==> src/beam_object_height_core_assert.svh <==
// Assertion macros used by the back end of the beam object height RTL
`ifndef BEAM_OBJECT_HEIGHT_CORE_ASSERT_SVH
`define BEAM_OBJECT_HEIGHT_CORE_ASSERT_SVH

// condition checked at every clock edge outside reset
`define BOH_ASSERT_ALWAYS(lbl, cond, msg) \
    lbl: assert property (@(posedge clk) disable iff (!rst_n) (cond)) \
        else $error(msg);

// condition in one cycle implies another in the next cycle
`define BOH_ASSERT_NEXT(lbl, pre, post, msg) \
    lbl: assert property (@(posedge clk) disable iff (!rst_n) (pre) |=> (post)) \
        else $error(msg);

`endif

==> src/boh_pkg.sv <==
// Shared types, widths and constants of the beam object height block
package boh_pkg;

    localparam int IDX_W      = 4;
    localparam int RANGE_W    = 16;
    localparam int EXP_W      = 18;
    localparam int ERR_W      = 19;
    localparam int CENTER_W   = 14;
    localparam int HEIGHT_W   = 16;
    localparam int CFG_IDX_W  = 1;
    localparam int CFG_DATA_W = 16;

    localparam int DEF_NUM_BEAMS = 16;
    localparam int DEF_BEAM_STEP = 180;

    localparam int ANGLE_W = 17;
    localparam int CMAG_W  = 13;
    localparam int RAD_W   = 19;
    localparam int X_W     = 31;
    localparam int X2_W    = 32;
    localparam int T_W     = 31;
    localparam int Q_FRAC  = 30;
    localparam int COS_W   = 16;
    localparam int DIVD_W  = 31;
    localparam int QUO_W   = 18;
    localparam int NUM_TERMS = 5;

    localparam logic [ANGLE_W-1:0] RIGHT_ANGLE = 17'd5760;
    // pi / 11520 in Q30: radians per 1/64 degree
    localparam logic [RAD_W-1:0]   RAD_Q30     = 19'd292818;
    localparam logic [T_W-1:0]     ONE_Q30     = 31'h4000_0000;
    localparam logic [EXP_W-1:0]   EXP_MAX     = '1;

    localparam logic [CFG_IDX_W-1:0] REG_CENTER_ANGLE  = 1'd0;
    localparam logic [CFG_IDX_W-1:0] REG_SENSOR_HEIGHT = 1'd1;

    // Horner divisors of the cosine series, highest-order term first
    function automatic int series_div(input int term);
        int d;
        case (term)
            0:       d = 90;
            1:       d = 56;
            2:       d = 30;
            3:       d = 12;
            default: d = 2;
        endcase
        return d;
    endfunction

    typedef struct packed {
        logic [IDX_W-1:0]   idx;
        logic [RANGE_W-1:0] meas;
        logic               oor;
    } ctx_t;

    typedef struct packed {
        ctx_t            ctx;
        logic [X2_W-1:0] x2;
        logic [T_W-1:0]  t;
    } cos_pl_t;

    typedef struct packed {
        ctx_t              ctx;
        logic [COS_W-1:0]  cosv;
        logic [DIVD_W-1:0] rem;
        logic [QUO_W-1:0]  quo;
        logic              sat;
    } div_pl_t;

endpackage

==> src/boh_div_prep.sv <==
// Cosine rounding to Q1.15, dividend set-up and saturation check
module boh_div_prep (
    input  logic                          clk,
    input  logic                          rst_n,
    input  logic                          in_valid,
    output logic                          in_ready,
    input  boh_pkg::cos_pl_t              in_data,
    input  logic [boh_pkg::HEIGHT_W-1:0]  sensor_height,
    output logic                          out_valid,
    input  logic                          out_ready,
    output boh_pkg::div_pl_t              out_data
);
    import boh_pkg::*;

    logic [31:0]       cos_sum;
    logic [COS_W-1:0]  cosv;
    logic [DIVD_W-1:0] dividend;
    logic              sat;
    logic              v_reg;
    div_pl_t           d_reg;

    assign cos_sum  = 32'(in_data.t) + 32'(1 << 14);
    assign cosv     = cos_sum[30:15];
    assign dividend = DIVD_W'({sensor_height, 15'd0}) + DIVD_W'(cosv[COS_W-1:1]);
    // angle out of range, or quotient would not fit in the result field
    assign sat      = in_data.ctx.oor || (cosv == '0) ||
                      (34'(dividend) >= {cosv, 18'd0});

    assign in_ready = !v_reg || out_ready;

    always_ff @(posedge clk or negedge rst_n)
    begin
        if (!rst_n)
            v_reg <= 1'b0;
        else if (in_ready)
            v_reg <= in_valid;
    end

    always_ff @(posedge clk)
    begin
        if (in_ready && in_valid)
            d_reg <= '{ctx: in_data.ctx, cosv: cosv, rem: dividend, quo: '0, sat: sat};
    end

    assign out_valid = v_reg;
    assign out_data  = d_reg;

endmodule

==> config.mk <==
export PLATFORM = sky130hd
export DESIGN_NAME = boh_div_prep
export DESIGN_NICKNAME = d
export VERILOG_FILES = /design/src/beam_object_height_core_assert.svh /design/src/boh_pkg.sv /design/src/boh_div_prep.sv
export SDC_FILE = /design/constraint.sdc
export NUM_CORES = 1
export LEC_CHECK = 0
export ABC_AREA = 1
export BUFFER_PORTS_ARGS = -buffer_cell sky130_fd_sc_hd__buf_2
export CAP_MARGIN = 20
export CORE_UTILIZATION = 42
export CTS_CLUSTER_SIZE = 25
export DETAILED_ROUTE_END_ITERATION = 8
export PLACE_DENSITY = 0.84
export SYNTH_ARGS = -nofsm -noshare
export SYNTH_HDL_FRONTEND = slang
export SYNTH_SLANG_ARGS = --single-unit
==> constraint.sdc <==
create_clock -name clk -period 4.71 [get_ports clk]
set_input_delay 0.471 -clock clk [delete_from_list [all_inputs] [get_ports clk]]
set_output_delay 0.471 -clock clk [all_outputs]
set_load 0.01 [all_outputs]
# Yosys cells after proc, flatten, opt, wreduce, memory -nomap -nowiden
# Cells that the tools add are included.
# word_totals
reg_bits,70
inputBits,104
output_inout_bits,89
elab_cells,16
# classes
addsub,2
order_cmp,1
reduce_logical,6
# ops
operator,count
$ge 31x34->1,1
$add 31x15->31,1
$add 31x15->31 const B,1
$logic_not 16->1,1
$logic_or 1x1->1,3
$logic_and 1x1->1,1
$logic_not 1->1,1

# Longest topological paths before layout
# logic_depth
word_depth,4
ltp_mapped,17
ltp_nobuf,17

# Worst setup path after synthesis
# OpenSTA, ideal clock, no wires.
# synth_path
kind,input port to flip-flop
startpoint,input in_valid
endpoint,"register d_reg (netlist bit out_data[0]), enable pin"
arrival_ns,3.142
slack_ns,1.084
stages,2
path_cell_list,inv_1 > a21oi_1
# synth_via
elab_chain_cells,1
# synth_lines
element,line_no,rtl
from (decl),boh_div_prep.sv:5,"input logic in_valid,"
$logic_and 1x1->1,boh_div_prep.sv:41,if (in_ready && in_valid)
to (signal assigned),boh_div_prep.sv:42,"d_reg <= '{ctx: in_data.ctx, cosv: cosv, rem: dividend, quo: '0, sat: sat};"
to (decl),boh_div_prep.sv:20,div_pl_t d_reg;
# Every way passes these cells.
# A chain may end at the register's enable or synchronous reset.

# Worst setup path after layout
# layout_path
startpoint,input in_data[15] in the netlist's numbering
endpoint,register d_reg (netlist bit out_data[0]) (data pin)
# layout_via
elab_chain_cells,4
elab_cells_between_ends,6
# layout_lines
element,line_no,rtl
from (decl),boh_div_prep.sv:7,"input boh_pkg::cos_pl_t in_data,"
$add 31x15->31 *,boh_div_prep.sv:22,assign cos_sum = 32'(in_data.t) + 32'(1 << 14);
$add 31x15->31 or $logic_not 16->1 (tied branches),"boh_div_prep.sv:24, boh_div_prep.sv:26",
$ge 31x34->1 or $logic_or 1x1->1 (tied branches),"boh_div_prep.sv:27, boh_div_prep.sv:26",
$logic_or 1x1->1 *,boh_div_prep.sv:26,assign sat = in_data.ctx.oor || (cosv == '0) ||
named net sat,boh_div_prep.sv:18,logic sat;
# The timed path passes the listed nets; every way through them passes the cells marked *.

==> impl_metrics.yaml <==
timing:
  rsz0062_at_grt: "no"
  tns_ps: 0
  setup_viol: 0
  tightestPinTransition_ps: 649
  finalWorstSetupSlack_ps: 2390
  fin_crit_sh_pct: 49.3
  timing.final.hold_violations: 0
  slew_viol_final: 0
  final.setup_skew_ps: 4.77
  clock.fmax_ghz: 0.430
  fin_crit_ps: 2320
  slew_headroom_pct: 56.8
power:
  p_per_area_nw_per_um2: 279
  ir_drop_mv: 0.117
  p_leak_nw: 1.73
cells_and_area:
  fin_cells: 482
  layout.nets: 522
  antenna_cells: 0
  drive_above_1_share_pct: 38.3
  area_growth_pct: 23.2
  design_area_sq_um: 3570
place:
  place_area_sq_um: 3470
  portBuffers: 128
  dpl.hpwl_mm: 5.05
  dp_slack_ps: 2060
  globalplace.congestion: 0.741
  placed_cells: 473
global_route:
  grt_pass1_wl_mm: 9.68
  grt_pass1_vias: 2089
  grt_max_degree: 55
  antenna_found_initial: 0
  grt_usage_pct: 17.1
  grt_overflow: 0
clocking:
  h-tree-depth: 2
  cts_resized: 0
  cts_sinks: 55
  clock_latency_ps: 300
  cts_buffer_depth: 2
  cts_setup_buffers: 0
  ctsRootBufferMaster: "clkbuf_8"
  numCtsBuffers: 5
  tritoncts: "done"
  path_clk_slew_ps: 100
  holdBufCountCts: 1
setup_path:
  critPathLaunch: "in_data[15]"
  r2r_slack_ps: 3200
  reg2reg_depth: 2
  critPathMaxFanout: 7
  reg2reg_to: "out_data[63]$_DFFE_PP_"
  cp-end-kind: "flop"
  worstReg2RegStart: "out_valid$_DFFE_PN0N_"
  criticalPathCategory: "in -> reg"
  endpoint: "out_data[0]$_DFFE_PP_"
  worstPathRequired_ps: 4890
  worstPathArrival_ps: 2510
  critPathLaunchType: "primary input"
logic_synthesis:
  ys_ff_latch: 55
  syn_inst: 283
  synthesis.area_sq_um: 2900
  yosysSeqAreaShare_pct: 56.8
  synth_cell_type_count: 24
  synth_warnings: 0
  avgSynthCellArea_sq_um: 10.2
  synth_edf_count: 54
  ys_dominant_reg_cell: "edfxtp_1"
  synth-async-reset-ratio_pct: 1.82
routing:
  routedWlPerCell_microns: 12.7
  dr.pass1.iters: 4
  wirelength_mm: 6.10
  drc: 0
  antenna_left: 0
  vias: 2242
  first_iter_violations: 81
  viasPerCell: 4.65
floorplanning:
  die_h_microns: 85.0
  dieArea_sq_um: 7230
  die_x_microns: 85.0
  io_pins: 193
  core_area_sq_um: 6490
  start_util_pct: 44.6
  rows: 29
min_path:
  hp-start: "in_data[75]"
  hp-class: "in -> reg"
flow_run:
  maxCapViolCount: 0
status:
  status: "finished clean"
==> report_power, final <==
part           switching [mW]  internal [mW]
combinational           0.104         0.0632
clock                   0.147          0.104
sequential            0.00836          0.571
total                   0.259          0.738
==> how the worst min path moves through the flow <==
stage                                        end  slack, ps  cells past startpoint
after floorplan            out_valid$_DFFE_PN0N_        180                      0
after global placement     out_valid$_DFFE_PN0N_        250                      1
after detailed placement   out_valid$_DFFE_PN0N_        250                      1
after CTS                 out_data[80]$_DFFE_PP_        330                      1
after global routing      out_data[77]$_DFFE_PP_        320                      1
final                     out_data[78]$_DFFE_PP_        340                      1
==> metal layers <==
layer / up-vias / global-route usage (%) / part of all wire (%)
met2: 108 / 32.0 / 50
met1: 1005 / 18.8 / 39
li1: 1121 / - / -
met4: 0 / 5.86 / 1.7
met3: 8 / 4.38 / 8.8
met5: - / 0 / 0
==> cells in the mapped netlist (2+ instances only) <==
master / count / share of area (%)
nor2_2: 3 / 0.65
edfxtp_1: 54 / 56
o21bai_1: 3 / 0.78
a21oi_1: 6 / 1.0
nand3b_1: 2 / 0.52
nand3_1: 15 / 2.6
nand3_2: 2 / 0.69
nand4_1: 5 / 1.1
o21ai_2: 2 / 0.60
ha_1: 14 / 6.0
nor2_1: 26 / 3.4
nor2_4: 4 / 1.6
buf_4: 33 / 8.6
inv_1: 37 / 4.8
nand2_2: 5 / 1.1
nand2_1: 64 / 8.3
==> logic make-up (layout without fill, tap and decap cells) <==
group	count (synthesis)	in the layout	share of synthesized area, %
buf+inv	71	176	13.5
simple gates	127	127	20.2
fa+ha+maj	14	14	6.05
flops	55	55	56.8
other cells	1	18	0.129
compound gates	15	15	3.28
==> cell usage in the layout, fill, tap and decap left out <==
master	count
o21ai_1	1
nand3_2	2
o21a_1	1
edfxtp_1	54
buf_2	128
inv_2	1
nor2_4	4
o21ai_0	1
a21oi_4	1
dlygate4sd3_1	1
a21boi_0	1
nand2_2	5
a21oi_1	5
inv_1	37
nand3_1	15
clkinv_1	1
conb_1	18
nor2_1	26
o21ai_2	2
nand2_4	1
clkbuf_8	5
nand3b_1	2
nand4_1	5
buf_4	1
clkinv_4	1
ha_1	14
nor2_2	3
o21bai_1	3
dfrtp_1	1
nand2_1	64
clkinvlp_4	1
==> metrics by stage <==
stage / hold slack, ps / power [mW] / util [%]
floorplan: 175 / 0.700 / -
finish: 337 / 0.996 / 54.9
CTS: 332 / 1.00 / 54.9
global route: 322 / 1.04 / 54.9
global placement: 246 / 0.751 / 53.4
detailed placement: 251 / 0.758 / 53.4
==> state kept, by name, summed over array words and instances, names as in the netlist <==
| name | flops |
|---|---|
| out_data | 54 |
| out_valid | 1 |
==> critical path: stages <==
cell and delay [ps]:
buf_2 100, ha_1 200, nand3_2 140, inv_2 140, nand2_2 90, nand2_1 60, nand2_1 90, ha_1 310
nand2_1 100, nor2_1 100, nand2_1 60, nor2_1 120, nand3_1 80, nor2_1 110, nand3_1 90, o21ai_2 130
nand2_1 60, nand2_1 50
==> final cells by class <==
type	instances	area, sq um
inverter	38	143
multi-input combinational	174	935
tap	77	96.3
timing repair buffer	130	658
sequential	55	1650
clock inverter	3	20.0
fill	581	2930
clock buffer	5	68.8
(Power assumes the default switching activity.)
