==> config.mk <==
export PLATFORM = sky130hd
export DESIGN_NAME = boh_div_cell
export DESIGN_NICKNAME = d
export VERILOG_FILES = /design/src/beam_object_height_core_assert.svh /design/src/boh_pkg.sv /design/src/boh_div_cell.sv
export SDC_FILE = /design/constraint.sdc
export NUM_CORES = 1
export LEC_CHECK = 0
export BUFFER_PORTS_ARGS = -buffer_cell sky130_fd_sc_hd__buf_2
export CORE_MARGIN = 2
export CORE_UTILIZATION = 30
export DETAILED_ROUTE_END_ITERATION = 10
export PLACE_DENSITY = 0.54
export SLEW_MARGIN = 5
export SYNTH_ARGS = -nofsm -noshare
export SYNTH_HDL_FRONTEND = slang
export SYNTH_SLANG_ARGS = --single-unit
==> constraint.sdc <==
create_clock -name clk -period 3.7 [get_ports clk]
set_input_delay 0.185 -clock clk [delete_from_list [all_inputs] [get_ports clk]]
set_output_delay 0.185 -clock clk [all_outputs]
set_load 0.02 [all_outputs]
==> src/beam_object_height_core_assert.svh <==
// Assertion macros used by the back end of the beam object height RTL
`ifndef BEAM_OBJECT_HEIGHT_CORE_ASSERT_SVH
`define BEAM_OBJECT_HEIGHT_CORE_ASSERT_SVH

// condition checked at every clock edge outside reset
`define BOH_ASSERT_ALWAYS(lbl, cond, msg) \
    lbl: assert property (@(posedge clk) disable iff (!rst_n) (cond)) \
        else $error(msg);

// condition in one cycle implies another in the next cycle
`define BOH_ASSERT_NEXT(lbl, pre, post, msg) \
    lbl: assert property (@(posedge clk) disable iff (!rst_n) (pre) |=> (post)) \
        else $error(msg);

`endif

==> src/boh_pkg.sv <==
// Shared types, widths and constants of the beam object height block
package boh_pkg;

    localparam int IDX_W      = 4;
    localparam int RANGE_W    = 16;
    localparam int EXP_W      = 18;
    localparam int ERR_W      = 19;
    localparam int CENTER_W   = 14;
    localparam int HEIGHT_W   = 16;
    localparam int CFG_IDX_W  = 1;
    localparam int CFG_DATA_W = 16;

    localparam int DEF_NUM_BEAMS = 16;
    localparam int DEF_BEAM_STEP = 180;

    localparam int ANGLE_W = 17;
    localparam int CMAG_W  = 13;
    localparam int RAD_W   = 19;
    localparam int X_W     = 31;
    localparam int X2_W    = 32;
    localparam int T_W     = 31;
    localparam int Q_FRAC  = 30;
    localparam int COS_W   = 16;
    localparam int DIVD_W  = 31;
    localparam int QUO_W   = 18;
    localparam int NUM_TERMS = 5;

    localparam logic [ANGLE_W-1:0] RIGHT_ANGLE = 17'd5760;
    // pi / 11520 in Q30: radians per 1/64 degree
    localparam logic [RAD_W-1:0]   RAD_Q30     = 19'd292818;
    localparam logic [T_W-1:0]     ONE_Q30     = 31'h4000_0000;
    localparam logic [EXP_W-1:0]   EXP_MAX     = '1;

    localparam logic [CFG_IDX_W-1:0] REG_CENTER_ANGLE  = 1'd0;
    localparam logic [CFG_IDX_W-1:0] REG_SENSOR_HEIGHT = 1'd1;

    // Horner divisors of the cosine series, highest-order term first
    function automatic int series_div(input int term);
        int d;
        case (term)
            0:       d = 90;
            1:       d = 56;
            2:       d = 30;
            3:       d = 12;
            default: d = 2;
        endcase
        return d;
    endfunction

    typedef struct packed {
        logic [IDX_W-1:0]   idx;
        logic [RANGE_W-1:0] meas;
        logic               oor;
    } ctx_t;

    typedef struct packed {
        ctx_t            ctx;
        logic [X2_W-1:0] x2;
        logic [T_W-1:0]  t;
    } cos_pl_t;

    typedef struct packed {
        ctx_t              ctx;
        logic [COS_W-1:0]  cosv;
        logic [DIVD_W-1:0] rem;
        logic [QUO_W-1:0]  quo;
        logic              sat;
    } div_pl_t;

endpackage

==> src/boh_div_cell.sv <==
// One restoring division step: decides quotient bit BIT
module boh_div_cell #(
    parameter int BIT = 0
) (
    input  logic             clk,
    input  logic             rst_n,
    input  logic             in_valid,
    output logic             in_ready,
    input  boh_pkg::div_pl_t in_data,
    output logic             out_valid,
    input  logic             out_ready,
    output boh_pkg::div_pl_t out_data
);
    import boh_pkg::*;

    logic [33:0] shifted;
    logic        ge;
    div_pl_t     d_next;
    logic        v_reg;
    div_pl_t     d_reg;

    assign shifted = 34'(in_data.cosv) << BIT;
    assign ge      = 34'(in_data.rem) >= shifted;

    always_comb
    begin
        d_next = in_data;
        if (ge)
            d_next.rem = DIVD_W'(34'(in_data.rem) - shifted);
        d_next.quo[BIT] = ge;
    end

    assign in_ready = !v_reg || out_ready;

    always_ff @(posedge clk or negedge rst_n)
    begin
        if (!rst_n)
            v_reg <= 1'b0;
        else if (in_ready)
            v_reg <= in_valid;
    end

    always_ff @(posedge clk)
    begin
        if (in_ready && in_valid)
            d_reg <= d_next;
    end

    assign out_valid = v_reg;
    assign out_data  = d_reg;

endmodule

-- After elaboration in Yosys (flattened, before gate mapping)
Index checks and enable logic that the tools add are counted.
- multiplexer cells: 1
- add/subtract/negate cells: 1
- reductions and logical operators: 3
- $lt $le $gt $ge: 1
- operators with widths (cell ; count):
    >= comparator 31 x 16 -> 1 bit ; 1
    2-to-1 mux 31 bit ; 1
    subtractor 31 x 16 -> 31 bit ; 1
    logical AND 1 bit ; 1
    logical NOT 1 bit ; 1
    logical OR 1 bit ; 1
- register bits: 88
- logic and storage cells: 14

-- Depth between registers and ports, before layout
- word-level depth: 3
- mapped depth: 11

-- Worst setup path after synthesis
OpenSTA, ideal clock, no wires.
- kind: register to register
- from: register v_reg (netlist: out_valid)
- to: register d_reg, in the netlist out_data[0], enable pin
- buffers on the path: 0
- library setup time: 455 ps
- cell stages (with the launch flop): 3
- required time: 3245 ps
- setup slack: 479 ps
- arrival time: 2766 ps
- cells stage by stage: dfrtp_1 nand2b_1 and2_1
- cells in the longest elaborated chain, start to end: 3
- RTL lines (element ; RTL line ; RTL):
    start, declared ; boh_div_cell.sv:19 ; logic v_reg;
    start signal, assigned ; boh_div_cell.sv:40 ; v_reg <= in_valid;
    logical NOT 1 bit ; boh_div_cell.sv:33 ; assign in_ready = !v_reg || out_ready;
    logical OR 1 bit ; boh_div_cell.sv:33 ;
    net in_ready ; boh_div_cell.sv:8 ; output logic in_ready,
    logical AND 1 bit ; boh_div_cell.sv:45 ; if (in_ready && in_valid)
    end signal, assigned ; boh_div_cell.sv:46 ; d_reg <= d_next;
    end, declared ; boh_div_cell.sv:20 ; div_pl_t d_reg;
The timed path passes the listed nets, and every way through them passes these cells.
A chain may end at the register's enable or synchronous reset.

==> impl_metrics.py <==
metrics = {
    "critical_path": {
        "arrival_ps": 2670,
        "rrSetupSlack_ps": 1800,
        "crit_type": "input port to flop",
        "crit_fanout": 25,
        "startpoint_type": "input port",
        "cp.required_ps": 3800,
        "cp-end-kind": "flop",
    },
    "drt": {
        "wl_met1_mm": 5.02,
        "routed_wl_mm": 10.8,
        "antenna_left": 0,
        "vias": 3278,
        "wl_met3_um": 666,
        "wl_per_cell_um": 15.0,
        "drcViolationCount": 0,
        "drt-pass1-iter-count": 4,
        "highest_layer": "met4",
        "wl_met2_mm": 4.97,
        "routed_via_density": 4.56,
        "drt_iter0_markers": 148,
    },
    "clock_tree": {
        "clockBufferDepth": 2,
        "cts_buffers": 9,
        "cts.clk_slew.worst_paths_ps": 70,
        "cts_tree": "built",
        "insertion_delay_ps": 350,
        "cts_setup_buffers": 0,
        "htreeDepth": 3,
        "cts.sinks": 88,
        "cts_root_buf": "clkbuf_16",
    },
    "placed_design": {
        "place_hpwl_mm": 8.11,
        "place_congestion": 0.775,
        "io_buffers": 178,
        "dp.cells": 679,
    },
    "power": {
        "power_switching_mw": 0.700,
        "combPwrFrac_pct": 18.2,
        "power_frac_seq_pct": 47.3,
        "vdd_drop_max_mv": 0.173,
        "power.leakage_nw": 2.48,
        "power.internal_mw": 1.83,
        "p_total_mw": 2.53,
        "power.density_nw_per_um2": 436,
        "p_clk_share_pct": 34.5,
        "switching_share_pct": 27.7,
    },
    "yosys": {
        "synth_top_area_share_pct": 62.2,
        "ys_warn_count": 0,
        "synth.largest_area_cell": "edfxtp_1",
        "synth_edf_count": 87,
        "synth.distinct_cells": 49,
        "synth_seq_area_share_pct": 62.8,
        "synth_seq_cells": 88,
        "synth_top_cells_by_area": "edfxtp_1, ha_1, a21oi_1",
        "synth.cell_area_um2": 4200,
        "async_reset_ff_share_pct": 1.14,
        "syn_nets": 435,
        "syn_inst": 327,
        "synth_flop_cell": "edfxtp_1",
        "syn_area_per_cell_um2": 12.8,
    },
    "global_routing": {
        "antenna_found_initial": 1,
        "grt_pass1_wl_mm": 16.1,
        "grt_max_degree": 66,
        "grt_usage_pct": 14.2,
        "gr-total-overflow": 0,
        "grt_pass1_vias": 3208,
    },
    "timing": {
        "period_minus_slack_ps": 2570,
        "max_freq_ghz": 0.389,
        "hold_slack_ps": 12.3,
        "slew_headroom_pct": 43.7,
        "grt_setup_unrepaired": "no",
        "finalCritPeriodShare_pct": 69.5,
        "finalHoldViolCount": 0,
        "max_slew.worst_pin.slew_ps": 845,
        "skew_ps": 3.79,
        "setup_viol": 0,
        "report.final.slew_viol_count": 0,
        "final.setup.tns_ps": 0,
    },
    "floorplan": {
        "dieArea_um2": 15000,
        "ios": 180,
        "rows": 43,
        "fp.dieH_um": 122,
        "die_w_um": 122,
        "core_um2": 13800,
        "start_util_pct": 30.5,
    },
    "finish": {
        "fillCellCount": 1360,
        "fin_cells": 719,
        "nNetsFinal": 640,
        "regArea_um2": 2640,
        "drive_gt1_share_pct": 38.7,
        "area_delta_synth_final_pct": 37.8,
        "multiInputGateArea_um2": 1440,
    },
    "outcome": {
        "status": "complete, no violations",
    },
    "job": {
        "drv_cap": 0,
    },
    "worst_hold_path": {
        "min-delay-path-class": "input port to flop",
    },
}
==> sequential cells by signal (all words and copies together), names as in the netlist <==
signal	cells
out_data	87
out_valid	1
==> cells in the final DEF (no fill, tap or decap), types with 2 or more instances in the layout <==
cell | Yosys | layout
nand3_2 | 2 | 2
buf_2 | 6 | 178
buf_4 | 0 | 3
clkinvlp_4 | 0 | 3
a31oi_1 | 2 | 2
edfxtp_1 | 87 | 87
xnor2_1 | 16 | 16
and2_1 | 3 | 2
nand2_1 | 21 | 21
clkbuf_16 | 0 | 9
o211ai_1 | 3 | 3
xor2_1 | 11 | 11
o21ai_1 | 2 | 2
dlygate4sd3_1 | 0 | 22
nand3b_1 | 2 | 2
inv_1 | 18 | 18
nand3_1 | 7 | 7
diode_2 | 0 | 2
and3_1 | 3 | 3
nor3_1 | 3 | 3
a21o_1 | 8 | 8
nor2_1 | 32 | 32
a21oi_1 | 30 | 30
mux2_1 | 3 | 3
nand4_1 | 4 | 4
o211ai_2 | 2 | 2
ha_1 | 16 | 16
and4_1 | 3 | 3
nor4_1 | 2 | 2
o21ai_0 | 6 | 6
nor2b_1 | 3 | 3
nand2b_1 | 9 | 9
==> power by group through the flow <==
stage,combinational (mW),clock (mW),sequential (mW)
floorplan,0.185,0,1.31
global placement,0.442,0,1.22
detailed placement,0.444,0,1.22
CTS,0.461,0.898,1.20
global route,0.508,0.939,1.20
finish,0.460,0.871,1.20
==> layout make-up <==
type,instances,share of cell area (%)
clock inverter,6,0.886
timing repair buffer,203,19.6
antenna,2,0.0864
inverter,18,1.17
sequential,88,45.5
multi-input combinational,212,24.9
clock buffer,10,3.95
tap,180,3.89
==> worst max-delay path: stages <==
cell and delay (ps):
buf_2 90, inv_1 40, ha_1 360, o211ai_1 110
a21oi_1 290, o211ai_2 180, o211ai_2 580, buf_4 400
and2_1 190, nand2_1 90, xnor2_1 150
==> worst paths after layout <==
| check | cells after the start | endpoint | start |
|---|---|---|---|
| max in group asynchronous | 2 | out_valid | rst_n |
| min in group asynchronous | 2 | out_valid | rst_n |
| hold / removal | 1 | out_data[5] | in_data[5] |
| hold reg to reg | 2 | out_valid | out_valid |
| setup / recovery | 11 | out_data[37] | in_data[53] |
| setup reg to reg | 3 | out_data[37] | out_valid |
==> metal layers <==
layer / global-route usage (%) / vias up
met4: 6.25 / 0
li1: - / 1618
met3: 3.81 / 9
met2: 22.0 / 107
met5: 0 / -
met1: 18.7 / 1544
==> Yosys cell counts (3+ instances only) <==
master and n:
nand4_1 4, nand2_1 21, ha_1 16, a21o_1 8
xnor2_1 16, mux2_1 3, and4_1 3, inv_1 18
buf_2 6, nor3_1 3, nor2b_1 3, xor2_1 11
nand2b_1 9, and3_1 3, nor2_1 32, edfxtp_1 87
nand3_1 7, o21ai_0 6, a21oi_1 30, o211ai_1 3
and2_1 3
==> cell families (layout without fill, tap and decap cells) <==
family | Yosys count | after routing | synth area share [%]
other | 0 | 2 | 0
multiplexers | 3 | 3 | 0.804
AO/OA/AOI/OAI | 62 | 62 | 9.32
adder cells (fa/ha/maj) | 17 | 17 | 5.24
flip-flops | 88 | 88 | 62.8
XOR/XNOR | 27 | 27 | 5.63
buffers and inverters | 27 | 237 | 2.95
AND/OR/NAND/NOR | 103 | 103 | 13.3
==> stage by stage <==
stage | setup slack (ps) | util (%) | cell area [µm²]
floorplan | 479 | - | 4200
global placement | 744 | 38.4 | 5290
detailed placement | 745 | 38.4 | 5290
CTS | 1100 | 41.6 | 5730
global route | 847 | 42.0 | 5790
finish | 1130 | 42.1 | 5790
==> repair_timing <==
item                                   in CTS  in global routing
endpoints found under the hold margin      16                  6
hold buffers                               16                  6
resized for setup                           0                  0
No activity file was read; power rests on OpenSTA's default activity.
