==> config.mk <==
export PLATFORM = sky130hd
export DESIGN_NAME = boh_front
export DESIGN_NICKNAME = d
export VERILOG_FILES = /design/src/beam_object_height_core_assert.svh /design/src/boh_pkg.sv /design/src/boh_front.sv
export SDC_FILE = /design/constraint.sdc
export NUM_CORES = 2
export LEC_CHECK = 0
export ABC_CLOCK_PERIOD_IN_PS = 11100
export BUFFER_PORTS_ARGS = -buffer_cell sky130_fd_sc_hd__buf_2
export CAP_MARGIN = 25
export CELL_PAD_IN_SITES_DETAIL_PLACEMENT = 1
export CELL_PAD_IN_SITES_GLOBAL_PLACEMENT = 2
export CORE_ASPECT_RATIO = 1.2
export CORE_UTILIZATION = 30
export DETAILED_ROUTE_END_ITERATION = 7
export PLACE_DENSITY_LB_ADDON = 0.2
export SLEW_MARGIN = 10
export SYNTH_ARGS = -nofsm -noshare
export SYNTH_HDL_FRONTEND = slang
export SYNTH_SLANG_ARGS = --single-unit
==> constraint.sdc <==
create_clock -name clk -period 11.1 [get_ports clk]
set_input_delay 0.555 -clock clk [delete_from_list [all_inputs] [get_ports clk]]
set_output_delay 0.555 -clock clk [all_outputs]
set_load 0.02 [all_outputs]
==> src/beam_object_height_core_assert.svh <==
// Assertion macros used by the back end of the beam object height RTL
`ifndef BEAM_OBJECT_HEIGHT_CORE_ASSERT_SVH
`define BEAM_OBJECT_HEIGHT_CORE_ASSERT_SVH

// condition checked at every clock edge outside reset
`define BOH_ASSERT_ALWAYS(lbl, cond, msg) \
    lbl: assert property (@(posedge clk) disable iff (!rst_n) (cond)) \
        else $error(msg);

// condition in one cycle implies another in the next cycle
`define BOH_ASSERT_NEXT(lbl, pre, post, msg) \
    lbl: assert property (@(posedge clk) disable iff (!rst_n) (pre) |=> (post)) \
        else $error(msg);

`endif

==> src/boh_pkg.sv <==
// Shared types, widths and constants of the beam object height block
package boh_pkg;

    localparam int IDX_W      = 4;
    localparam int RANGE_W    = 16;
    localparam int EXP_W      = 18;
    localparam int ERR_W      = 19;
    localparam int CENTER_W   = 14;
    localparam int HEIGHT_W   = 16;
    localparam int CFG_IDX_W  = 1;
    localparam int CFG_DATA_W = 16;

    localparam int DEF_NUM_BEAMS = 16;
    localparam int DEF_BEAM_STEP = 180;

    localparam int ANGLE_W = 17;
    localparam int CMAG_W  = 13;
    localparam int RAD_W   = 19;
    localparam int X_W     = 31;
    localparam int X2_W    = 32;
    localparam int T_W     = 31;
    localparam int Q_FRAC  = 30;
    localparam int COS_W   = 16;
    localparam int DIVD_W  = 31;
    localparam int QUO_W   = 18;
    localparam int NUM_TERMS = 5;

    localparam logic [ANGLE_W-1:0] RIGHT_ANGLE = 17'd5760;
    // pi / 11520 in Q30: radians per 1/64 degree
    localparam logic [RAD_W-1:0]   RAD_Q30     = 19'd292818;
    localparam logic [T_W-1:0]     ONE_Q30     = 31'h4000_0000;
    localparam logic [EXP_W-1:0]   EXP_MAX     = '1;

    localparam logic [CFG_IDX_W-1:0] REG_CENTER_ANGLE  = 1'd0;
    localparam logic [CFG_IDX_W-1:0] REG_SENSOR_HEIGHT = 1'd1;

    // Horner divisors of the cosine series, highest-order term first
    function automatic int series_div(input int term);
        int d;
        case (term)
            0:       d = 90;
            1:       d = 56;
            2:       d = 30;
            3:       d = 12;
            default: d = 2;
        endcase
        return d;
    endfunction

    typedef struct packed {
        logic [IDX_W-1:0]   idx;
        logic [RANGE_W-1:0] meas;
        logic               oor;
    } ctx_t;

    typedef struct packed {
        ctx_t            ctx;
        logic [X2_W-1:0] x2;
        logic [T_W-1:0]  t;
    } cos_pl_t;

    typedef struct packed {
        ctx_t              ctx;
        logic [COS_W-1:0]  cosv;
        logic [DIVD_W-1:0] rem;
        logic [QUO_W-1:0]  quo;
        logic              sat;
    } div_pl_t;

endpackage

==> src/boh_front.sv <==
// Front end: beam angle, magnitude, radians and squared radians
module boh_front #(
    parameter int NUM_BEAMS = boh_pkg::DEF_NUM_BEAMS,
    parameter int BEAM_STEP = boh_pkg::DEF_BEAM_STEP
) (
    input  logic                               clk,
    input  logic                               rst_n,
    input  logic                               in_valid,
    output logic                               in_ready,
    input  logic [boh_pkg::IDX_W-1:0]          beam_index,
    input  logic [boh_pkg::RANGE_W-1:0]        measured_range,
    input  logic signed [boh_pkg::CENTER_W-1:0] center_angle,
    output logic                               out_valid,
    input  logic                               out_ready,
    output boh_pkg::cos_pl_t                   out_data
);
    import boh_pkg::*;

    localparam int HALF = NUM_BEAMS / 2;

    logic signed [ANGLE_W-1:0] beam_off;
    logic signed [ANGLE_W-1:0] angle;
    logic [ANGLE_W-1:0]        angle_abs;
    logic                      oor;
    logic [CMAG_W-1:0]         cmag_next;
    ctx_t                      ctx_next;
    logic [CMAG_W+RAD_W-1:0]   x_prod;
    logic [2*X_W-1:0]          x_sq;

    logic [2:0]        v_reg;
    logic              rdy0, rdy1, rdy2;
    ctx_t              ctx0_reg, ctx1_reg, ctx2_reg;
    logic [CMAG_W-1:0] cmag_reg;
    logic [X_W-1:0]    x_reg;
    logic [X2_W-1:0]   x2_reg;

    assign beam_off  = $signed(ANGLE_W'(beam_index)) - $signed(ANGLE_W'(HALF));
    assign angle     = beam_off * $signed(ANGLE_W'(BEAM_STEP)) + ANGLE_W'(center_angle);
    assign angle_abs = angle[ANGLE_W-1] ? ANGLE_W'(-angle) : ANGLE_W'(angle);
    assign oor       = angle_abs >= RIGHT_ANGLE;
    // at or beyond a right angle the cosine is unused; zero keeps the products in range
    assign cmag_next = oor ? '0 : angle_abs[CMAG_W-1:0];
    assign ctx_next  = '{idx: beam_index, meas: measured_range, oor: oor};

    assign x_prod = cmag_reg * RAD_Q30;
    assign x_sq   = x_reg * x_reg;

    assign rdy2     = !v_reg[2] || out_ready;
    assign rdy1     = !v_reg[1] || rdy2;
    assign rdy0     = !v_reg[0] || rdy1;
    assign in_ready = rdy0;

    always_ff @(posedge clk or negedge rst_n)
    begin
        if (!rst_n)
        begin
            v_reg <= '0;
        end
        else
        begin
            if (rdy0) v_reg[0] <= in_valid;
            if (rdy1) v_reg[1] <= v_reg[0];
            if (rdy2) v_reg[2] <= v_reg[1];
        end
    end

    always_ff @(posedge clk)
    begin
        if (rdy0 && in_valid)
        begin
            ctx0_reg <= ctx_next;
            cmag_reg <= cmag_next;
        end
        if (rdy1 && v_reg[0])
        begin
            ctx1_reg <= ctx0_reg;
            x_reg    <= x_prod[X_W-1:0];
        end
        if (rdy2 && v_reg[1])
        begin
            ctx2_reg <= ctx1_reg;
            x2_reg   <= x_sq[X2_W+Q_FRAC-1:Q_FRAC];
        end
    end

    assign out_valid = v_reg[2];
    assign out_data  = '{ctx: ctx2_reg, x2: x2_reg, t: ONE_Q30};

endmodule

# [Yosys cells after proc, flatten, opt, wreduce, memory -nomap -nowiden]
# Cells that the tools add are included.
[totals] ff_bits=141 inputBits=38
[classes] add_sub_neg=3 mul=3 magnitude_cmp=1 n_mux=1 n_reduce_logical=9
[ops] op="$mul 30x30->60" n=1
[ops] op="$mul 13x18->30 const B" n=1
[ops] op="$ge 17x13->1 const B" n=1
[ops] op="$mux 17" n=1
[ops] op="$neg 15->17" n=1
[ops] op="$add 14x14->15" n=1
[ops] op="$mul 5x7->12 const B" n=1
[ops] op="$sub 4x4->5 const B" n=1
[ops] op="$logic_and 1x1->1" n=3
[ops] op="$logic_not 1->1" n=3
[ops] op="$logic_or 1x1->1" n=3

# [Logic depth before layout (Yosys ltp)]
[depth] depth_word=6 depth_mapped=28 mapped_depth_nobuf=27

# [Worst setup path after synthesis]
# No wires, ideal clock.
[synth_path] path_kind="reg2reg" start="register x_reg[12]" end="register x2_reg[27], data pin" setup_time_ns=0.269 arrival_ns=7.261 t_required_ns=10.831 slack_ns=3.571 stages_incl_launch_ff=27 cell_sequence="edfxtp_1 > clkbuf_1 > clkbuf_1 > nand2_1 > fa_1 > inv_1 > fa_1 > inv_1 > fa_1 > fa_1 > inv_1 > fa_1 > fa_1 > fa_1 > inv_1 > fa_1 > inv_1 > ha_1 > a21oi_1 > o21ai_0 > a41oi_1 > o21ai_0 > a21oi_1 > a21oi_1 > nor4_1 > o31ai_1 > xor2_1"
[synth_between] elab_chain_cells=1
[synth_lines] item="start, declared" line="boh_front.sv:34" text="logic [X_W-1:0] x_reg;"
[synth_lines] item="start signal, assigned" line="boh_front.sv:77" text="x_reg <= x_prod[X_W-1:0];"
[synth_lines] item="$mul 30x30->60" line="boh_front.sv:46" text="assign x_sq = x_reg * x_reg;"
[synth_lines] item="named net x_sq[57]" line="boh_front.sv:28" text="logic [2*X_W-1:0] x_sq;"
[synth_lines] item="end signal, assigned" line="boh_front.sv:82" text="x2_reg <= x_sq[X2_W+Q_FRAC-1:Q_FRAC];"
[synth_lines] item="end, declared" line="boh_front.sv:35" text="logic [X2_W-1:0] x2_reg;"
# The timed path passes the listed nets, and every way through them passes these cells.
# A chain may end at the register's enable or synchronous reset.

# [Worst setup path after layout]
[layout_path] start="register x_reg[17]" end="register x2_reg[27], data pin"
# Same word-level chain as after synthesis.

==> results by group <==
Setup path
  • Startpoint Class: flop
  • Flop2flop setup slack: roughly 1800 ps
  • R2r startpoint: x_reg[17]
  • CP startpoint: x_reg[17]
  • R2r worst-path depth: 24
  • Worst setup EP type: flop
  • Worst-path fanout max: 13
  • WP data required: ~11000 ps
  • Crit Path Class: reg2reg
  • Worst path arrival time: between 9000 and 10000 ps

STA
  • Final hold vios: 0
  • Final setup violation count: 0
  • Fmax: between 100 and 150 MHz
  • RSZ-0062 raised after global routing: no
  • Setup TNS: 0 ps
  • Post-route minimum period: approximately 9000 ps
  • Tcrit/Tclk final: 0.8356
  • Least-Margin Pin Slew: between 900 and 1000 ps
  • Relative slew slack: 0.3521
  • Slew Limit Fails: 0
  • Clock Skews: 30.28 ps

Routing
  • Vias: approximately 22000
  • Pre-antenna DRT Iters: 5
  • WL final: around 96000 um
  • Iteration-0 DRC Markers: slightly above 700
  • Drt wl/cell: ~19 um
  • Antenna Violating Nets Remaining: 0
  • DRC: 0
  • Vias/cell: between 4 and 5

Floorplan
  • Starting Density: 0.3034
  • Core area: roughly 110000 um2
  • Die Area: 115800 um2
  • Die X: a little over 300 um
  • Die height: about 370 um
  • Ports: roughly 120
  • Row cnt: between 100 and 150

Yosys
  • Top post-synthesis cells by count: inv_1, fa_1, ha_1, nand2_1, and2_1
  • Post-synth EDFFs: ~140
  • Ranking of synthesized cells by area: fa_1, ha_1, edfxtp_1
  • Synthesized area: about 34000 um2
  • Top-count cell post-synth: inv_1
  • Mapped Cells: 3378
  • Area leader, netlist: fa_1
  • Yosys top cell area share: 0.4531
  • Register bit total from synthesis: 141
  • Synth cell types: 67
  • Mean Syn Cell Area: roughly 10 um2
  • Primary FF master, synth: edfxtp_1
  • Ys async rst share: 0.02128
  • Synth Warn #: 0
  • Post-synthesis sequential area ratio: 0.1229

Global routing
  • Met3 Track Usage GR: 0.02303
  • Congestion Overflow GR: 0
  • Antenna violations before repair: 5
  • GR Util met1: 0.2064
  • Met2 Track Usage GR: 0.3287
  • First-pass GRT wire length: around 150000 um
  • Vias in the first global route: 25760
  • Pin count of the biggest net entering global routing: 52
  • Top Usage Layer GRT: met2
  • Total track usage: 0.1734

Cells and area
  • Flip-flop count of the largest register after layout: 32
  • P&R area growth vs syn: 8.463%
  • Final net count: 4641
  • Layout cells sized above 1: 0.06239
  • Post-route core utilization: 0.3290

Clock tree
  • Total CTS buffers: 17
  • Clock Latency Late Sink: around 500 ps
  • Maximum clock insertion buffer count: 2
  • Root Buffer: clkbuf_16
  • Post-CTS Hold Buffers: 1
  • Clock transition at path regs: approximately 80 ps
  • CTS tree: yes
  • Clock H-tree levels: 4
  • CTS Sinks: 141
  • Post-cts gate resize count: 0
  • Setup Buffers After CTS: 0

Worst hold path
  • Hold crit path type: in2reg
  • Hold path start: measured_range[3]
  • Hold Crit Depth: 1

Placed design
  • HPWL Detailed: between 80000 and 90000 um
  • GP Congestion: 0.8197
  • Port bufs: 92

Status
  • Outcome: complete, no violations

Run
  • MaxCap Viol Count: 0
==> cell families (layout without fill, tap and decap cells) <==
group / Yosys count / count (layout) / synth area share
XOR/XNOR: 97 / 97 / 0.02475
AND/OR/NAND/NOR: 654 / 654 / 0.09414
buffers and inverters: 1118 / 1173 / 0.1260
flip-flops: 141 / 141 / 0.1229
other: 2 / 32 / 0.0002187
multiplexers: 4 / 4 / 0.001348
AO/OA/AOI/OAI: 208 / 208 / 0.04020
adder cells (fa/ha/maj): 1154 / 1154 / 0.5905
==> placed cells by master (no fill, tap or decap), drive strengths merged, types with 21 or more instances in the layout <==
cell type	count
fa	777
o21ai	31
a21oi	67
nand3	21
nor2	69
conb	31
xnor2	49
and2	188
inv	997
buf	147
nand2	276
a21o	39
edfxtp	138
xor2	48
ha	377
nor3	25
==> layout make-up <==
class                      count  area, um2
antenna                        1      2.502
multi-input combinational   2148      25900
fill                       12920      75930
timing repair buffer         148      880.8
sequential                   141       4219
clock inverter                15      191.4
tap                         1507       1886
clock buffer                  17      425.4
inverter                     993       3727
==> layer usage <==
layer,routed length (um),vias to the layer above,share of wire
li1,-,10100,-
met1,39370,11550,0.41
met2,51810,227,0.54
met3,2643,62,0.028
met4,1877,0,0.020
met5,0,-,0
==> critical path, cell delays in order (launching register included) <==
cell and delay [ps]:
edfxtp_1 750, inv_1 290, nor2_1 440, fa_1 540, fa_1 510, fa_1 520
inv_1 50, fa_1 470, inv_1 50, fa_1 490, fa_1 510, fa_1 520
inv_1 60, fa_1 470, inv_1 40, ha_1 260, o21a_1 180, o21ai_0 530
a311oi_2 100, buf_4 210, o211ai_1 550, a21oi_1 220, nor4_1 870, o31ai_1 190
xor2_1 180
==> stage by stage <==
stage,cell area (um2),hold WS [ps],setup WS [ps],instances
global route,37230,205.3,1333,4969
floorplan,34440,259.4,3571,3407
global placement,36600,357.7,1762,4935
detailed placement,36610,357.6,1828,4936
finish,37240,239.5,1825,4970
CTS,37230,183.4,1809,4969
==> final timing paths <==
path	endpoint
max	x2_reg[27]
min	ctx0_reg[4]
max reg2reg	x2_reg[27]
min reg2reg	out_data[70]
max in group asynchronous	v_reg[1]
min in group asynchronous	v_reg[2]
Power is not shown: default switching activity piles up to over one toggle a cycle in this logic, so the estimate is an artifact.
