### config.mk
export PLATFORM = sky130hd
export DESIGN_NAME = boh_cos_cell
export DESIGN_NICKNAME = d
export VERILOG_FILES = /design/src/beam_object_height_core_assert.svh /design/src/boh_pkg.sv /design/src/boh_cos_cell.sv
export SDC_FILE = /design/constraint.sdc
export NUM_CORES = 2
export LEC_CHECK = 0
export ABC_AREA = 1
export BUFFER_PORTS_ARGS = -buffer_cell sky130_fd_sc_hd__buf_2
export CORE_MARGIN = 2
export CORE_UTILIZATION = 43
export CTS_BUF_LIST = sky130_fd_sc_hd__clkbuf_8
export CTS_CLUSTER_DIAMETER = 100
export CTS_CLUSTER_SIZE = 28
export DETAILED_ROUTE_END_ITERATION = 7
export MAX_ROUTING_LAYER = met4
export RECOVER_POWER = 100
export SLEW_MARGIN = 10
export SYNTH_ARGS = -nofsm -noshare
export SYNTH_HDL_FRONTEND = slang
export SYNTH_SLANG_ARGS = --single-unit
### constraint.sdc
create_clock -name clk -period 4.5 [get_ports clk]
set_input_delay 0 -clock clk [delete_from_list [all_inputs] [get_ports clk]]
set_output_delay 0 -clock clk [all_outputs]
set_load 0.01 [all_outputs]
### src/beam_object_height_core_assert.svh
// Assertion macros used by the back end of the beam object height RTL
`ifndef BEAM_OBJECT_HEIGHT_CORE_ASSERT_SVH
`define BEAM_OBJECT_HEIGHT_CORE_ASSERT_SVH

// condition checked at every clock edge outside reset
`define BOH_ASSERT_ALWAYS(lbl, cond, msg) \
    lbl: assert property (@(posedge clk) disable iff (!rst_n) (cond)) \
        else $error(msg);

// condition in one cycle implies another in the next cycle
`define BOH_ASSERT_NEXT(lbl, pre, post, msg) \
    lbl: assert property (@(posedge clk) disable iff (!rst_n) (pre) |=> (post)) \
        else $error(msg);

`endif

### src/boh_pkg.sv
// Shared types, widths and constants of the beam object height block
package boh_pkg;

    localparam int IDX_W      = 4;
    localparam int RANGE_W    = 16;
    localparam int EXP_W      = 18;
    localparam int ERR_W      = 19;
    localparam int CENTER_W   = 14;
    localparam int HEIGHT_W   = 16;
    localparam int CFG_IDX_W  = 1;
    localparam int CFG_DATA_W = 16;

    localparam int DEF_NUM_BEAMS = 16;
    localparam int DEF_BEAM_STEP = 180;

    localparam int ANGLE_W = 17;
    localparam int CMAG_W  = 13;
    localparam int RAD_W   = 19;
    localparam int X_W     = 31;
    localparam int X2_W    = 32;
    localparam int T_W     = 31;
    localparam int Q_FRAC  = 30;
    localparam int COS_W   = 16;
    localparam int DIVD_W  = 31;
    localparam int QUO_W   = 18;
    localparam int NUM_TERMS = 5;

    localparam logic [ANGLE_W-1:0] RIGHT_ANGLE = 17'd5760;
    // pi / 11520 in Q30: radians per 1/64 degree
    localparam logic [RAD_W-1:0]   RAD_Q30     = 19'd292818;
    localparam logic [T_W-1:0]     ONE_Q30     = 31'h4000_0000;
    localparam logic [EXP_W-1:0]   EXP_MAX     = '1;

    localparam logic [CFG_IDX_W-1:0] REG_CENTER_ANGLE  = 1'd0;
    localparam logic [CFG_IDX_W-1:0] REG_SENSOR_HEIGHT = 1'd1;

    // Horner divisors of the cosine series, highest-order term first
    function automatic int series_div(input int term);
        int d;
        case (term)
            0:       d = 90;
            1:       d = 56;
            2:       d = 30;
            3:       d = 12;
            default: d = 2;
        endcase
        return d;
    endfunction

    typedef struct packed {
        logic [IDX_W-1:0]   idx;
        logic [RANGE_W-1:0] meas;
        logic               oor;
    } ctx_t;

    typedef struct packed {
        ctx_t            ctx;
        logic [X2_W-1:0] x2;
        logic [T_W-1:0]  t;
    } cos_pl_t;

    typedef struct packed {
        ctx_t              ctx;
        logic [COS_W-1:0]  cosv;
        logic [DIVD_W-1:0] rem;
        logic [QUO_W-1:0]  quo;
        logic              sat;
    } div_pl_t;

endpackage

### src/boh_cos_cell.sv
// One Horner term of the cosine series: t = 1 - (x2*t)/DIV, clamped
module boh_cos_cell #(
    parameter int DIV = 2
) (
    input  logic             clk,
    input  logic             rst_n,
    input  logic             in_valid,
    output logic             in_ready,
    input  boh_pkg::cos_pl_t in_data,
    output logic             out_valid,
    input  logic             out_ready,
    output boh_pkg::cos_pl_t out_data
);
    import boh_pkg::*;

    // floor(2^32 / DIV): quotient estimate is low by at most one
    localparam logic [31:0] RECIP = 32'((64'd1 << 32) / DIV);

    logic [X2_W+T_W-1:0] prod_a;
    logic [63:0]         prod_b;
    logic [33:0]         rem_c;
    logic [31:0]         q_fix;
    logic signed [33:0]  t_diff;
    logic [T_W-1:0]      t_next;

    logic [2:0]      v_reg;
    logic            rdy_a, rdy_b, rdy_c;
    ctx_t            ctx_a_reg, ctx_b_reg, ctx_c_reg;
    logic [X2_W-1:0] x2_a_reg, x2_b_reg, x2_c_reg;
    logic [X2_W-1:0] p_a_reg, p_b_reg;
    logic [31:0]     q0_reg;
    logic [T_W-1:0]  t_reg;

    assign prod_a = in_data.x2 * in_data.t;
    assign prod_b = p_a_reg * RECIP;
    assign rem_c  = 34'(p_b_reg) - 34'(q0_reg) * 34'(DIV);
    assign q_fix  = q0_reg + 32'(rem_c >= 34'(DIV));
    assign t_diff = $signed(34'(ONE_Q30) - 34'(q_fix));
    assign t_next = t_diff[33] ? '0 : t_diff[T_W-1:0];

    assign rdy_c    = !v_reg[2] || out_ready;
    assign rdy_b    = !v_reg[1] || rdy_c;
    assign rdy_a    = !v_reg[0] || rdy_b;
    assign in_ready = rdy_a;

    always_ff @(posedge clk or negedge rst_n)
    begin
        if (!rst_n)
        begin
            v_reg <= '0;
        end
        else
        begin
            if (rdy_a) v_reg[0] <= in_valid;
            if (rdy_b) v_reg[1] <= v_reg[0];
            if (rdy_c) v_reg[2] <= v_reg[1];
        end
    end

    always_ff @(posedge clk)
    begin
        if (rdy_a && in_valid)
        begin
            ctx_a_reg <= in_data.ctx;
            x2_a_reg  <= in_data.x2;
            p_a_reg   <= prod_a[X2_W+Q_FRAC-1:Q_FRAC];
        end
        if (rdy_b && v_reg[0])
        begin
            ctx_b_reg <= ctx_a_reg;
            x2_b_reg  <= x2_a_reg;
            p_b_reg   <= p_a_reg;
            q0_reg    <= prod_b[63:32];
        end
        if (rdy_c && v_reg[1])
        begin
            ctx_c_reg <= ctx_b_reg;
            x2_c_reg  <= x2_b_reg;
            t_reg     <= t_next;
        end
    end

    assign out_valid = v_reg[2];
    assign out_data  = '{ctx: ctx_c_reg, x2: x2_c_reg, t: t_reg};

endmodule

---- Word level (Yosys, flattened, before mapping) ----
Index checks and enable logic that the tools add are counted.
W data, S select, Z words.
word-level totals
  bits in registers ....................... 288
  bits of input ports ..................... 88
  output and inout port bits .............. 86
  logic and storage cells ................. 33
cells by class
  add/subtract/negate cells ............... 3
  multipliers ............................. 1
  $lt $le $gt $ge ......................... 1
  reductions and logical operators ........ 9
operators with widths
  kind                      count
  $mul A32 B31 Y62          1
  $ge A34 B2 Y1 const B     1
  $sub A31 B32 Y33 const A  1
  $sub A32 B32 Y33          1
  $add A31 B1 Y32           1
  $logic_and A1 B1 Y1       3
  $logic_not A1 Y1          3
  $logic_or A1 B1 Y1        3

---- Logic depth before layout (Yosys ltp) ----
  word-level depth ........................ 5
  depth in mapped cells ................... 31
  mapped depth without buffers ............ 30

---- Worst setup path before layout ----
OpenSTA, ideal clock, no wires.
  path kind ............................... input-to-reg
  from .................................... in in_data[56] (netlist bit)
  to ...................................... reg p_a_reg[12] (data pin)
  setup time .............................. 253 ps
  data arrival time ....................... 5663 ps
  data required time ...................... 4247 ps
  path slack .............................. -1415 ps
  stages on the path ...................... 25
  buffers on the path ..................... 1
  cells stage by stage .................... clkbuf_1 -> nand2_1 -> fa_1 -> inv_1 -> fa_1 -> inv_1 -> fa_1 -> inv_1 -> fa_1 -> fa_1 -> inv_1 -> fa_1 -> fa_1 -> fa_1 -> inv_1 -> ha_1 -> nand2_1 -> nor2_1 -> inv_1 -> nor2_1 -> nand2_1 -> inv_1 -> nand3_1 -> nand4_1 -> nand2_1
between the ends
  longest elaborated chain between the ends .. 1
RTL lines
  what                  RTL line            text
  from (decl)           boh_cos_cell.sv:9   input boh_pkg::cos_pl_t in_data,
  $mul A32 B31 Y62      boh_cos_cell.sv:34  assign prod_a = in_data.x2 * in_data.t;
  net prod_a[42]        boh_cos_cell.sv:19  logic [X2_W+T_W-1:0] prod_a;
  to (signal assigned)  boh_cos_cell.sv:66  p_a_reg <= prod_a[X2_W+Q_FRAC-1:Q_FRAC];
  to (decl)             boh_cos_cell.sv:30  logic [X2_W-1:0] p_a_reg, p_b_reg;
The timed path passes the listed nets, and every way through them passes these cells.
A chain may end at the register's enable or synchronous reset.

---- Worst setup path after layout ----
  from .................................... in in_data[42] (netlist bit)
  to ...................................... reg p_a_reg[24] (data pin)
Same word-level chain as after synthesis.

==> impl_metrics.csv <==
group,metric,value,unit
outcome,status,"finished with violations",
outcome,violations,"max-capacitance violations, max-slew violations, negative setup slack",
die,num_rows,116,
drt,drcViolationCount,0,
drt,vias,33960,
critical_path,worst-setup-path-type,"input port to flip-flop",
yosys,yosysTopAreaCellShare,39.68,%
final_layout,multi_input_area,31420,µm²
clock_tree,clkLatencyLatePin,670,ps
global_routing,grt_pass1_vias,36370,
die,io_pins,174,
critical_path,crit_start,"in_data[42]",
global_routing,grt_use_total,25.41,%
critical_path,r2r_cells,6,
drt,drtIter0Drc,2188,
sta,max_freq,0.1774,GHz
sta,slew_headroom,-104.0,%
job,maxCapViolCount,4,
yosys,syn_nets,6467,
yosys,synth_common_cells,"1616 x inv_1, 1495 x nand2_1, 864 x fa_1",
final_layout,nNetsFinal,6986,
final_layout,syn_to_final_growth,22.36,%
sta,finClkSkew,38.88,ps
placed_design,place_ws,-2299,ps
clock_tree,cts_made_buffers,18,
final_layout,drive_gt1_share,18.66,%
global_routing,grt_max_degree,64,
final_layout,ff_latch_area,7642,µm²
clock_tree,clockBufferDepth,3,
die,dieArea,103900,µm²
die,coreArea,100300,µm²
critical_path,r2r_slack,410,ps
sta,min_period,5639,ps
yosys,synth_top_area_cell,"fa_1",
yosys,synth_area_leaders,"fa_1 40%, edfxtp_1 17%, inv_1 14%",
final_layout,fillCellCount,9351,
final_layout,final_util,53.18,%
sta,setup_viol,31,
min_path,hold_depth,2,
sta,slew_violations,207,
placed_design,io_buffers,173,
clock_tree,cts_tree,"built",
placed_design,dpl_cell_area,49460,µm²
clock_tree,clk_pin_slew,160,ps
global_routing,grt_pass1_wl,200400,µm
die,die_y,322.4,µm
critical_path,endpoint_kind,"flip-flop",
placed_design,place.gp.congestion,0.9516,
drt,first_pass_iters,8,
yosys,synth_edf_count,252,
drt,via_per_inst,4.765,
yosys,syn_area_per_cell,8.325,µm²
min_path,hp-class,"input port to flip-flop",
yosys,ys_seq_area_share,17.53,%
critical_path,startpoint_type,"input port",
min_path,worstHoldEndpoint,"ctx_a_reg[6]",
die,die_x,322.4,µm
sta,period_share,125.3,%
clock_tree,h-tree-depth,1,
critical_path,r2r-end,"x2_a_reg[5]",
clock_tree,root_buffer,"clkbuf_8",
yosys,synth_area,43590,µm²
critical_path,cpPeakStageDelay,560,ps
sta,finalHoldViolCount,0,
critical_path,worst_ep_required_time,4940,ps
drt,routed_wl,123900,µm
clock_tree,cts.sinks,255,
yosys,ys.flop_type,"edfxtp_1",
global_routing,antenna_found_initial,4,
yosys,synth-async-reset-ratio,1.176,%
yosys,yosysWarnings,0,
final_layout,fin_area,53340,µm²
drt,wl_per_cell,17.38,µm
sta,finalSetupTns,-32150,ps
min_path,hp-start,"in_data[69]",
critical_path,cp.arrival,6080,ps
yosys,synthCells,5236,
die,start_util,43.46,%
yosys,synth.distinct_cells,38,
critical_path,cp_max_fo,8,
sta,rsz0062_at_grt,"yes",
critical_path,slowest_stage,"fa_1",
sta,worstMarginPinSlew,3056,ps
sta,setup_slack,-1139,ps
yosys,synth-seq-cells,255,
critical_path,cp_num_buf_inv,11,
placed_design,dp_hpwl,104300,µm
drt,ant_nets,0,
critical_path,path_delay_family,"adder cells",
global_routing,grt_overflow,0,
critical_path,reg2reg_from,"v_reg[2]",
yosys,synth.most_common_cell,"inv_1",
-- cell type report --
cell class / count / area share, %
sequential: 255 / 14.33
tap: 1357 / 3.183
antenna: 4 / 0.01877
multi-input combinational: 3173 / 58.90
inverter: 1617 / 11.41
clock inverter: 13 / 0.3143
timing repair buffer: 690 / 11.38
clock buffer: 18 / 0.4645
-- worst max path at each step --
stage / end / slack, ps / cells after the start
CTS: p_a_reg[19] / -1040 / 25
floorplan: p_a_reg[9] / -1150 / 25
global placement: p_a_reg[22] / -2220 / 29
finish: p_a_reg[24] / -1140 / 29
global route: p_a_reg[24] / -1260 / 30
detailed placement: p_a_reg[22] / -2300 / 29
-- metrics by stage --
step | std cells | hold slack (ps)
final | 7127 | 69.59
after global routing | 7127 | 3.544
after CTS | 7103 | 0.8186
after detailed placement | 6975 | -199.4
after global placement | 6975 | -202.0
after floorplan | 5236 | -295.6
-- per-layer routing --
metal	part of all wire [%]	GRT usage (%)	up-vias
met5	0	-	-
met4	1.7	4.123	0
met3	5.5	2.317	116
met2	49	42.50	882
met1	44	34.32	17040
li1	-	-	15930
-- timing repair --
action	CTS	global route
pin swaps	172	189
gates resized for setup	429	292
buffers inserted	21	18
endpoints found under the setup margin	31	31
cloned	2	2
hold buffers	74	1
hold endpoints to repair	58	1
-- cells by family after synthesis --
logic type / share of synthesized area, %
buffers and inverters: 15.61
and+or+nand+nor: 16.00
adders and majority gates: 47.69
DFF: 17.53
AOI/OAI and AO/OA: 2.741
xor gates and xnor gates: 0.4220
-- placed cells by master, fill, tap and decap left out, types with 5 or more instances in the layout --
| cell type | instances |
|---|---|
| ha_4 | 36 |
| o21bai_1 | 13 |
| nand3_1 | 59 |
| a21o_1 | 8 |
| nand2_1 | 1350 |
| o21ai_0 | 29 |
| inv_4 | 7 |
| buf_2 | 34 |
| nand3_2 | 15 |
| nor2_2 | 24 |
| xor2_1 | 7 |
| clkbuf_8 | 18 |
| edfxtp_1 | 252 |
| nor2_1 | 101 |
| ha_1 | 241 |
| fa_2 | 67 |
| o21ai_1 | 11 |
| a21oi_1 | 68 |
| buf_8 | 14 |
| a21oi_4 | 23 |
| nand2_4 | 42 |
| buf_6 | 60 |
| xnor2_1 | 13 |
| inv_1 | 1524 |
| nor2_4 | 43 |
| inv_2 | 88 |
| buf_12 | 57 |
| o21ai_4 | 11 |
| o21ai_2 | 11 |
| nand4_1 | 28 |
| fa_1 | 797 |
| clkbuf_4 | 5 |
| nor3_1 | 9 |
| nand2_2 | 105 |
| a21oi_2 | 34 |
| clkbuf_1 | 92 |
| buf_4 | 345 |
| dlygate4sd3_1 | 75 |
Power is left out: the tool's default activity adds up to more than one toggle a clock period on the data nets, which glitch-free logic cannot reach.
